**src/rtl/core/tep_pkg.sv**
```systemverilog
// Shared types, codes and constants of the tile edge padder.
`default_nettype none

package tep_pkg;

    // Default geometry limits of the padded tile
    localparam int MAX_WIDTH_DEF  = 1024;
    localparam int MAX_HEIGHT_DEF = 4096;

    // Field widths
    localparam int PIX_W  = 32;
    localparam int SW_W   = 11;
    localparam int SH_W   = 13;
    localparam int CFG_W  = 13;
    localparam int IDX_W  = 3;
    localparam int STAT_W = 2;

    // Depth of the queue between front and back
    localparam int QUEUE_DEPTH = 2;

    // Configuration register indexes
    localparam logic [IDX_W-1:0] REG_SRC_W = 3'd0;
    localparam logic [IDX_W-1:0] REG_SRC_H = 3'd1;
    localparam logic [IDX_W-1:0] REG_TGT_W = 3'd2;
    localparam logic [IDX_W-1:0] REG_TGT_H = 3'd3;
    localparam logic [IDX_W-1:0] REG_COPY  = 3'd4;

    // Configuration reset values
    localparam logic [SW_W-1:0] SRC_W_RST = 11'd4;
    localparam logic [SH_W-1:0] SRC_H_RST = 13'd4;
    localparam logic [SW_W-1:0] TGT_W_RST = 11'd4;
    localparam logic [SH_W-1:0] TGT_H_RST = 13'd4;
    localparam logic            COPY_RST  = 1'b1;

    // Input commands
    localparam logic CMD_SOURCE = 1'b0;
    localparam logic CMD_PAD    = 1'b1;

    // Result status codes
    typedef enum logic [STAT_W-1:0] {
        ST_OK   = 2'd0,
        ST_SIZE = 2'd1,
        ST_CMD  = 2'd2
    } tep_status_t;

    // Where the back end takes the pixel from
    typedef enum logic [1:0] {
        PX_SOURCE = 2'd0,
        PX_ZERO   = 2'd1,
        PX_PREV   = 2'd2,
        PX_LINE   = 2'd3
    } tep_kind_t;

    // Classified item handed from front to back
    typedef struct packed {
        tep_kind_t          kind;
        tep_status_t        status;
        logic               tile_end;
        logic [PIX_W-1:0]   pixel;
    } tep_cmd_t;

endpackage

`default_nettype wire

```
**src/rtl/core/tep_queue.sv**
```systemverilog
// Short FIFO between the classifying front end and the pixel back end.
`default_nettype none

module tep_queue #(
    parameter int DATA_W = 40
) (
    input  logic              aclk,
    input  logic              aresetn,
    input  logic              push,
    output logic              push_ready,
    input  logic [DATA_W-1:0] push_data,
    output logic              pop_valid,
    input  logic              pop,
    output logic [DATA_W-1:0] pop_data
);
    import tep_pkg::*;

    localparam int PTR_W = (QUEUE_DEPTH > 1) ? $clog2(QUEUE_DEPTH) : 1;
    localparam int CNT_W = $clog2(QUEUE_DEPTH + 1);

    logic [DATA_W-1:0] entry_reg [QUEUE_DEPTH];
    logic [PTR_W-1:0]  wr_ptr_reg, wr_ptr_next;
    logic [PTR_W-1:0]  rd_ptr_reg, rd_ptr_next;
    logic [CNT_W-1:0]  count_reg, count_next;

    assign push_ready = (count_reg != CNT_W'(QUEUE_DEPTH));
    assign pop_valid  = (count_reg != '0);
    assign pop_data   = entry_reg[rd_ptr_reg];

    // Advance pointers and fill count
    always_comb begin
        wr_ptr_next = wr_ptr_reg;
        rd_ptr_next = rd_ptr_reg;
        count_next  = count_reg;
        if (push) begin
            wr_ptr_next = (wr_ptr_reg == PTR_W'(QUEUE_DEPTH - 1)) ? '0
                                                                   : wr_ptr_reg + PTR_W'(1);
        end
        if (pop) begin
            rd_ptr_next = (rd_ptr_reg == PTR_W'(QUEUE_DEPTH - 1)) ? '0
                                                                   : rd_ptr_reg + PTR_W'(1);
        end
        if (push && !pop) begin
            count_next = count_reg + CNT_W'(1);
        end else if (pop && !push) begin
            count_next = count_reg - CNT_W'(1);
        end
    end

    always_ff @(posedge aclk) begin
        if (!aresetn) begin
            wr_ptr_reg <= '0;
            rd_ptr_reg <= '0;
            count_reg  <= '0;
        end else begin
            wr_ptr_reg <= wr_ptr_next;
            rd_ptr_reg <= rd_ptr_next;
            count_reg  <= count_next;
        end
    end

    // Store the pushed item
    always_ff @(posedge aclk) begin
        if (push) begin
            entry_reg[wr_ptr_reg] <= push_data;
        end
    end

endmodule

`default_nettype wire

```
**config.mk**
```make
export PLATFORM = sky130hd
export DESIGN_NAME = tep_queue
export DESIGN_NICKNAME = d
export VERILOG_FILES = /design/src/rtl/core/tep_pkg.sv /design/src/rtl/core/tep_queue.sv
export SDC_FILE = /design/constraint.sdc
export NUM_CORES = 1
export LEC_CHECK = 0
export ABC_AREA = 1
export ABC_CLOCK_PERIOD_IN_PS = 3300
export BUFFER_PORTS_ARGS = -buffer_cell sky130_fd_sc_hd__buf_2
export CAP_MARGIN = 10
export CORE_AREA = 5 5 85 87
export CTS_CLUSTER_DIAMETER = 100
export DETAILED_ROUTE_END_ITERATION = 10
export DIE_AREA = 0 0 90 92
export PLACE_DENSITY = 0.76
export SLEW_MARGIN = 20
export SYNTH_ARGS = -nofsm -noshare
export SYNTH_HDL_FRONTEND = slang
export SYNTH_SLANG_ARGS = --single-unit
```
**constraint.sdc**
```tcl
create_clock -name aclk -period 3.3 [get_ports aclk]
set_input_delay 0.66 -clock aclk [delete_from_list [all_inputs] [get_ports aclk]]
set_output_delay 0.66 -clock aclk [all_outputs]
set_load 0.02 [all_outputs]
```
==> results.py <==
metrics = {
    "power_and_ir_drop": {
        "pwr_density_cell_nw_per_um2": 590,
        "total_power_mw": 2.27,
        "power.leakage_nw": 1.48,
        "irDropWorstVdd_v": 0.000420,
    },
    "floorplanning": {
        "start_util_pct": 49.8,
        "die_w_um": 90,
        "die_h_um": 92,
        "dieArea_um2": 8280,
        "core-area_um2": 6280,
        "io_pins": 86,
        "num_rows": 29,
    },
    "clock_network": {
        "clkSinkCount": 85,
        "path_clk_slew_ns": 0.07,
        "cts_buffer_depth": 2,
        "cts_tree": "yes",
        "cts_resized": 0,
        "cts_hold_buf": 0,
        "numCtsBuffers": 9,
        "cts_htree_levels": 3,
        "clk_latency_ns": 0.33,
        "clock_tree.root_cell": "clkbuf_8",
        "postCtsSetupBuffers": 0,
    },
    "sta": {
        "post-route-period-util_pct": 75.2,
        "fmax_ghz": 0.403,
        "period_needed_ns": 2.48,
        "finalHoldViolations": 0,
        "worst_pin_slew_ns": 0.514,
        "finalClockSkew_ns": 0.00382,
        "relSlewSlack_pct": 65.5,
        "finalMaxSlewViolations": 0,
        "rsz0062_at_grt": "no",
        "setup_viol": 0,
        "fin_ws_ns": 0.819,
        "setup_tns_ns": 0,
    },
    "cells_and_area": {
        "fin_area_um2": 3840,
        "layout.filler_cells": 486,
        "drive_gt1_share_pct": 55.2,
        "largest_register_ffs": 80,
        "fin_nets": 299,
        "multiInputGateArea_um2": 556,
        "fin_cells": 336,
        "register_area_um2": 2500,
        "synthToLayoutAreaGrowth_pct": 22.9,
        "diodes": 0,
    },
    "synthesis": {
        "ys_seq_elements": 85,
        "syn_inst": 159,
        "syn_area_um2": 3130,
        "yosysUniqueCellTypes": 12,
        "synth_top_area_share_pct": 76.9,
        "avgSynthCellArea_um2": 19.7,
        "yosys-top-cells-count": "edfxtp_1, mux2_2, nand2_1",
        "synth_area_leaders": "edfxtp_1, mux2_2, dfxtp_1, buf_6, nand2_1",
        "synth_edf_count": 80,
        "yosysMostFrequentCell": "edfxtp_1",
        "ys_seq_area_share_pct": 80.1,
        "yosysTopAreaCell": "edfxtp_1",
        "synth_async_sr_flop_share_pct": 0,
        "yosysWarnings": 0,
        "synth_nets": 204,
        "synth-main-ff-cell": "edfxtp_1",
    },
    "route": {
        "dr_total_vias": 1619,
        "ant_nets": 0,
        "dr.pass1.iters": 4,
        "routedWlPerCell_um": 15.9,
        "drt-total-wl_um": 5350,
        "drc": 0,
        "drt-initial-drc-count": 52,
        "viasPerCell": 4.82,
    },
    "setup_path": {
        "path_buf_inv": 2,
        "worstPathCellList": "buf_4, mux2_2, buf_2",
        "crit_slowest_cell": "dfxtp_2",
        "worstPathMaxFanout": 28,
        "cp-start-kind": "flip-flop",
        "cp.required_ns": 2.64,
        "arrival_ns": 1.82,
        "critPathTopFamily": "buffers and inverters",
        "crit_type": "flip-flop to output port",
        "crit_path_end_kind": "output port",
        "cp_slowest_stage_delay_ns": 0.51,
    },
    "placement": {
        "io_buffers": 85,
        "dp_cells": 320,
        "pre_cts_ws_ns": 1.13,
        "placed_area_um2": 3630,
        "place_hpwl_um": 3710,
        "place_congestion": 0.662,
    },
    "global_routing": {
        "gr-total-overflow": 0,
        "grt_use_total_pct": 13.3,
        "grt_start_max_net_pins": 41,
        "grt_pass1_vias": 1758,
        "grt_pass1_wl_um": 8590,
        "antenna_found_initial": 0,
    },
    "run_status": {
        "status": "finished clean",
    },
    "flow_run": {
        "max_cap_violations": 0,
    },
    "min_path": {
        "holdCritPathClass": "flip-flop to flip-flop",
    },
}
## worst min-delay path: stages (launching register included)
cell	delay [ns]
dfxtp_1	0.33
nor2_1	0.06
nor2_1	0.08
## placed cells by master, fill, tap and decap left out, types with 2 or more instances in the layout
cell,n
buf_4,3
nand2_1,10
nor2_1,6
clkbuf_1,3
clkbuf_8,9
bufinv_16,2
inv_1,7
mux2_2,40
dfxtp_1,4
buf_2,85
edfxtp_1,80
## layout make-up
type | count | share of cell area, %
sequential | 85 | 65.2
inverter | 8 | 0.782
clock buffer | 12 | 3.52
multi-input combinational | 62 | 14.5
tap | 77 | 2.51
timing repair buffer | 88 | 11.7
clock inverter | 4 | 1.89
## where the power goes
part	leakage (nW)	internal [mW]	total [mW]	switching (mW)
registers	0.793	1.24	1.26	0.0176
clock network	0.101	0.426	0.751	0.325
logic	0.587	0.102	0.253	0.151
total	1.48	1.77	2.27	0.494
## path summary, 6_finish.rpt
kind                    from               end  slack (ns)  depth (start not counted)
setup / recovery   flip-flop      pop_data[11]        0.82                          3
hold / removal    rd_ptr_reg         flip-flop        0.50                          2
setup reg to reg  wr_ptr_reg  entry_reg[1][13]        1.70                          3
hold reg to reg   rd_ptr_reg         flip-flop        0.50                          2
## cell families after synthesis
kind of cell / synth area share [%]
flops: 80.1
mux: 14.4
simple gates: 2.40
buf+inv: 2.40
compound gates: 0.320
fa+ha+maj: 0.400
## routing by layer
layer | share of wire [%] | vias to the layer above | global-route usage (%)
li1 | - | 788 | -
met1 | 40 | 779 | 15.0
met2 | 53 | 46 | 23.2
met3 | 5.8 | 6 | 5.16
met4 | 1.3 | 0 | 4.47
met5 | 0 | - | 0
## stage by stage
stage	hold WS (ns)	util, %
3_5_place_dp	0.487	57.9
4_1_cts	0.492	61.2
3_3_place_gp	0.477	57.9
6_report	0.500	61.2
2_1_floorplan	0.463	-
5_1_grt	0.485	61.2
No activity file was read; power rests on OpenSTA's default activity.
