==> config.mk <==
export PLATFORM = sky130hd
export DESIGN_NAME = tep_front
export DESIGN_NICKNAME = d
export VERILOG_FILES = /design/src/rtl/core/tep_pkg.sv /design/src/rtl/core/tep_front.sv
export SDC_FILE = /design/constraint.sdc
export NUM_CORES = 1
export LEC_CHECK = 0
export BUFFER_PORTS_ARGS = -buffer_cell sky130_fd_sc_hd__clkbuf_2
export CORE_ASPECT_RATIO = 0.9
export CORE_MARGIN = 8
export CORE_UTILIZATION = 40
export CTS_BUF_LIST = sky130_fd_sc_hd__clkbuf_8
export DETAILED_ROUTE_END_ITERATION = 16
export PLACE_DENSITY = 0.6
export SETUP_SLACK_MARGIN = 0.1
export SLEW_MARGIN = 0
export SYNTH_ARGS = -nofsm -noshare
export SYNTH_HDL_FRONTEND = slang
export SYNTH_SLANG_ARGS = --single-unit
export TNS_END_PERCENT = 20
==> constraint.sdc <==
create_clock -name aclk -period 4.4 [get_ports aclk]
set_input_delay 0 -clock aclk [delete_from_list [all_inputs] [get_ports aclk]]
set_output_delay 0 -clock aclk [all_outputs]
set_load 0.01 [all_outputs]
==> src/rtl/core/tep_pkg.sv <==
// Shared types, codes and constants of the tile edge padder.
`default_nettype none

package tep_pkg;

    // Default geometry limits of the padded tile
    localparam int MAX_WIDTH_DEF  = 1024;
    localparam int MAX_HEIGHT_DEF = 4096;

    // Field widths
    localparam int PIX_W  = 32;
    localparam int SW_W   = 11;
    localparam int SH_W   = 13;
    localparam int CFG_W  = 13;
    localparam int IDX_W  = 3;
    localparam int STAT_W = 2;

    // Depth of the queue between front and back
    localparam int QUEUE_DEPTH = 2;

    // Configuration register indexes
    localparam logic [IDX_W-1:0] REG_SRC_W = 3'd0;
    localparam logic [IDX_W-1:0] REG_SRC_H = 3'd1;
    localparam logic [IDX_W-1:0] REG_TGT_W = 3'd2;
    localparam logic [IDX_W-1:0] REG_TGT_H = 3'd3;
    localparam logic [IDX_W-1:0] REG_COPY  = 3'd4;

    // Configuration reset values
    localparam logic [SW_W-1:0] SRC_W_RST = 11'd4;
    localparam logic [SH_W-1:0] SRC_H_RST = 13'd4;
    localparam logic [SW_W-1:0] TGT_W_RST = 11'd4;
    localparam logic [SH_W-1:0] TGT_H_RST = 13'd4;
    localparam logic            COPY_RST  = 1'b1;

    // Input commands
    localparam logic CMD_SOURCE = 1'b0;
    localparam logic CMD_PAD    = 1'b1;

    // Result status codes
    typedef enum logic [STAT_W-1:0] {
        ST_OK   = 2'd0,
        ST_SIZE = 2'd1,
        ST_CMD  = 2'd2
    } tep_status_t;

    // Where the back end takes the pixel from
    typedef enum logic [1:0] {
        PX_SOURCE = 2'd0,
        PX_ZERO   = 2'd1,
        PX_PREV   = 2'd2,
        PX_LINE   = 2'd3
    } tep_kind_t;

    // Classified item handed from front to back
    typedef struct packed {
        tep_kind_t          kind;
        tep_status_t        status;
        logic               tile_end;
        logic [PIX_W-1:0]   pixel;
    } tep_cmd_t;

endpackage

`default_nettype wire

==> src/rtl/core/tep_front.sv <==
// Front end: configuration registers, output position and item classification.
`default_nettype none

module tep_front #(
    parameter int  MAX_WIDTH  = tep_pkg::MAX_WIDTH_DEF,
    parameter int  MAX_HEIGHT = tep_pkg::MAX_HEIGHT_DEF,
    localparam int COL_W      = $clog2(MAX_WIDTH),
    localparam int ROW_W      = $clog2(MAX_HEIGHT)
) (
    input  logic                        aclk,
    input  logic                        aresetn,
    input  logic                        cfg_valid,
    output logic                        cfg_ready,
    input  logic [tep_pkg::IDX_W-1:0]   cfg_index,
    input  logic [tep_pkg::CFG_W-1:0]   cfg_data,
    input  logic                        s_tvalid,
    input  logic                        s_tready,
    input  logic [tep_pkg::PIX_W-1:0]   s_tdata,
    input  logic                        s_tuser,
    output logic                        push,
    output tep_pkg::tep_cmd_t           cmd,
    output logic [COL_W-1:0]            col
);
    import tep_pkg::*;

    logic [SW_W-1:0]  sw_reg;
    logic [SH_W-1:0]  sh_reg;
    logic [SW_W-1:0]  tw_reg;
    logic [SH_W-1:0]  th_reg;
    logic             copy_reg;
    logic [COL_W-1:0] col_reg, col_next;
    logic [ROW_W-1:0] row_reg, row_next;
    logic             sizes_ok;
    logic             in_source;
    logic             col_last;
    logic             row_last;
    logic             step;

    assign cfg_ready = 1'b1;

    // Write configuration registers
    always_ff @(posedge aclk) begin
        if (!aresetn) begin
            sw_reg   <= SRC_W_RST;
            sh_reg   <= SRC_H_RST;
            tw_reg   <= TGT_W_RST;
            th_reg   <= TGT_H_RST;
            copy_reg <= COPY_RST;
        end else if (cfg_valid && cfg_ready) begin
            case (cfg_index)
                REG_SRC_W: sw_reg   <= cfg_data[SW_W-1:0];
                REG_SRC_H: sh_reg   <= cfg_data[SH_W-1:0];
                REG_TGT_W: tw_reg   <= cfg_data[SW_W-1:0];
                REG_TGT_H: th_reg   <= cfg_data[SH_W-1:0];
                REG_COPY:  copy_reg <= cfg_data[0];
                default: ;
            endcase
        end
    end

    // Classify the item at the current position
    always_comb begin
        sizes_ok = (sw_reg != '0) && (sh_reg != '0) && (tw_reg >= sw_reg) &&
                   (th_reg >= sh_reg) && (32'(tw_reg) <= 32'(MAX_WIDTH)) &&
                   (32'(th_reg) <= 32'(MAX_HEIGHT));
        in_source = (32'(col_reg) < 32'(sw_reg)) && (32'(row_reg) < 32'(sh_reg));
        col_last  = (32'(col_reg) + 32'd1) >= 32'(tw_reg);
        row_last  = (32'(row_reg) + 32'd1) >= 32'(th_reg);

        cmd.kind     = PX_ZERO;
        cmd.status   = ST_OK;
        cmd.tile_end = 1'b0;
        cmd.pixel    = s_tdata;
        if (!sizes_ok) begin
            cmd.status = ST_SIZE;
        end else if (in_source != (s_tuser == CMD_SOURCE)) begin
            cmd.status = ST_CMD;
        end else begin
            cmd.tile_end = col_last && row_last;
            if (in_source) begin
                cmd.kind = PX_SOURCE;
            end else if (!copy_reg) begin
                cmd.kind = PX_ZERO;
            end else if (32'(row_reg) < 32'(sh_reg)) begin
                cmd.kind = PX_PREV;
            end else begin
                cmd.kind = PX_LINE;
            end
        end
    end

    assign push = s_tvalid && s_tready;
    assign col  = col_reg;
    assign step = push && (cmd.status == ST_OK);

    // Advance the raster position
    always_comb begin
        col_next = col_reg;
        row_next = row_reg;
        if (step) begin
            if (col_last) begin
                col_next = '0;
                row_next = row_last ? '0 : row_reg + ROW_W'(1);
            end else begin
                col_next = col_reg + COL_W'(1);
            end
        end
    end

    always_ff @(posedge aclk) begin
        if (!aresetn) begin
            col_reg <= '0;
            row_reg <= '0;
        end else begin
            col_reg <= col_next;
            row_reg <= row_next;
        end
    end

endmodule

`default_nettype wire

==> results.toml <==
[yosys]
ys_ff_latch = 71
synth_flop_cell = "dfxtp_1"
synth-async-reset-ratio_pct = 0
avgSynthCellArea_sq_um = 7.66
synth-edff-count = 0
yosys_warnings = 0
synth_area_sq_mm = 0.00505
netlist_instances = 659
syn_nets = 784
ys_seq_area_share_pct = 28.1
synthDistinctLibCells = 49

[grt]
gr-total-overflow = 0
grt_max_degree = 66
grt_pass1_vias = 4450
track_usage_pct = 17.4
antenna_found_initial = 0
grt_pass1_wl_um = 23000

[worst_setup_path]
worst-path-buf-inv = 1
start_kind = "register"
critical_path.max_fanout = 13
critPathKind = "register to register"
crit_slowest_cell = "dfxtp_1"
cpPeakStageDelay_ns = 0.48
path_cells = "ha_1, nand3_1, or2_2, xnor2_1, ha_1, nand4_1, or3_1, a21oi_1, a211oi_1, buf_4, a211o_1, a211o_1, a32o_1"
arrival_ns = 3.89
crit_path_end_kind = "register"
r2r_slack_ns = 0.76
cp.required_ns = 4.65
cp_top_family = "compound AO/OA/AOI/OAI gates"

[hold_path]
hp-class = "primary input to output port"

[placement]
globalplace.congestion = 0.823
dp_slack_ns = 0.790
dp_hpwl_um = 10600
placed_cells = 805
io_buffers = 37
placed_area_sq_mm = 0.00512

[job]
cap_violations = 0

[timing]
fin_crit_sh_pct = 82.8
fin_crit_ns = 3.64
grt_setup_unrepaired = "false"
setup_tns_ns = 0
slew_violations = 0
fin_ws_ns = 0.757
setup_viol = 0
fin_skew_ns = 0.00958
hold_viol = 0
worst_pin_slew_ns = 0.765
slew_headroom_pct = 48.8
fmax_mhz = 274

[clock_network]
root_buffer = "clkbuf_8"
post_cts_buffers = 0
clock_sinks = 71
clk_latency_ns = 0.35
cts_hold_buf = 15
cts_tree = "done"
ctsLongestPathBuffers = 2
ctsResizeCount = 0
numCtsBuffers = 9
h-tree-depth = 3
cts.clk_slew.worst_paths_ns = 0.09

[cells_and_area]
fin_cells = 836
nets = 792
layout-drive-gt1-share_pct = 9.82
fin_util_pct = 44.0
final_cell_area_sq_mm = 0.00549
diodes = 0
area_growth_pct = 8.74

[route]
finalWirelength_um = 13900
via_per_inst = 5.35
wire_per_inst_um = 16.6
drt_iter0_drc = 266
drc = 0
ant_nets = 0
vias = 4472
first_pass_iters = 4

[floorplan]
pin_count = 103
start_util_pct = 40.4
core-area_sq_mm = 0.0125
die_w_um = 134
num_rows = 39
die_area_sq_mm = 0.0165
die_h_um = 123

[power_and_ir_drop]
power_density_mw_per_mm2 = 263
p_leak_nw = 2.19
ir_drop_mv = 0.210

[outcome]
run_status = "finished, final reports clean"
==> report_power, final <==
group | internal [W] | switching (W) | leakage (nW)
logic | 0.0000647 | 0.000107 | 1.50
registers | 0.000652 | 0.0000119 | 0.574
clock network | 0.000333 | 0.000273 | 0.114
==> synth_stat cells (all sizes together), types with 3 or more instances <==
cell | instances | area [sq um]
or2 | 3 | 18.8
o211ai | 9 | 86.3
dfxtp | 71 | 1420
xnor2 | 14 | 123
nand4 | 17 | 106
a21o | 8 | 60.1
a21oi | 79 | 395
or3 | 9 | 61.3
nor2 | 20 | 75.1
nand3 | 16 | 80.1
a211oi | 9 | 87.6
a21boi | 7 | 52.6
nor3 | 5 | 25.0
buf | 36 | 262
nor2b | 5 | 31.3
ha | 71 | 888
o22ai | 8 | 50.1
o21ai | 24 | 124
nand2b | 5 | 31.3
nor4 | 10 | 62.6
xor2 | 4 | 35.0
nand2 | 126 | 473
o21a | 3 | 22.5
clkbuf | 22 | 82.6
and3 | 5 | 31.3
inv | 52 | 195
==> cells by family after synthesis <==
family	synth area share [%]
simple gates	21.3
compound gates	18.9
buf+inv	10.7
fa+ha+maj	17.6
flops	28.1
xor+xnor	3.12
other cells	0.0742
mux	0.198
==> per-stage QoR <==
stage               total power (W)  hold slack (ns)
floorplan                  0.000810           0.0918
global placement           0.000835        0.0000686
detailed placement         0.000841        0.0000686
CTS                         0.00145        0.0000686
global route                0.00150        0.0000168
finish                      0.00144       0.00000282
==> path summary, 6_finish.rpt <==
path | to | cells past startpoint | from
worst min register to register | sw_reg[6]$_SDFFE_PN0P_ | 2 | sw_reg[6]$_SDFFE_PN0P_
worst max register to register | row_reg[4]$_SDFFE_PN0P_ | 13 | col[0]$_SDFFE_PN0P_
worst max-delay path | row_reg[4]$_SDFFE_PN0P_ | 13 | col[0]$_SDFFE_PN0P_
worst min-delay path | cmd[0] | 0 | s_tdata[0]
==> layer usage <==
metal | vias to the layer above | track usage [%] | share of wire, %
li1 | 2277 | - | -
met1 | 2067 | 25.1 | 52
met2 | 104 | 25.4 | 42
met3 | 24 | 2.91 | 4.2
met4 | 0 | 6.66 | 1.6
met5 | - | 0 | 0
==> final cells by class <==
cell class	count	area, sq um
fillers	1288	7000
multi-input cells	478	3090
flip-flops and latches	71	1420
repair buffers	55	358
well taps	164	205
inverters	52	195
clock buffers	10	138
clock inverters	6	85.1
==> cell usage in the layout, fill, tap and decap left out, drive strengths merged, types with 3 or more instances in the layout <==
| cell type | instances |
|---|---|
| and3 | 5 |
| a211oi | 9 |
| a21oi | 79 |
| xnor2 | 14 |
| nor2b | 5 |
| nor2 | 20 |
| or3 | 9 |
| inv | 52 |
| nand2b | 5 |
| dlygate4sd3 | 15 |
| o211ai | 9 |
| o22ai | 8 |
| nor3 | 5 |
| clkbuf | 47 |
| buf | 3 |
| clkinv | 3 |
| dfxtp | 71 |
| nand2 | 126 |
| or2 | 3 |
| a21boi | 7 |
| a21o | 8 |
| xor2 | 4 |
| ha | 71 |
| o21ai | 24 |
| nand3 | 16 |
| nor4 | 10 |
| nand4 | 17 |
| o21a | 3 |
==> worst register-to-register path, cell delays in order (launching register included) <==
cell and delay (ns):
dfxtp_1 0.48, ha_1 0.27, nand3_1 0.18, or2_2 0.37, xnor2_1 0.14, ha_1 0.30, nand4_1 0.08, or3_1 0.38
a21oi_1 0.13, a211oi_1 0.05, buf_4 0.17, a211o_1 0.42, a211o_1 0.31, a32o_1 0.25
Power figures use the tool's default switching activity.
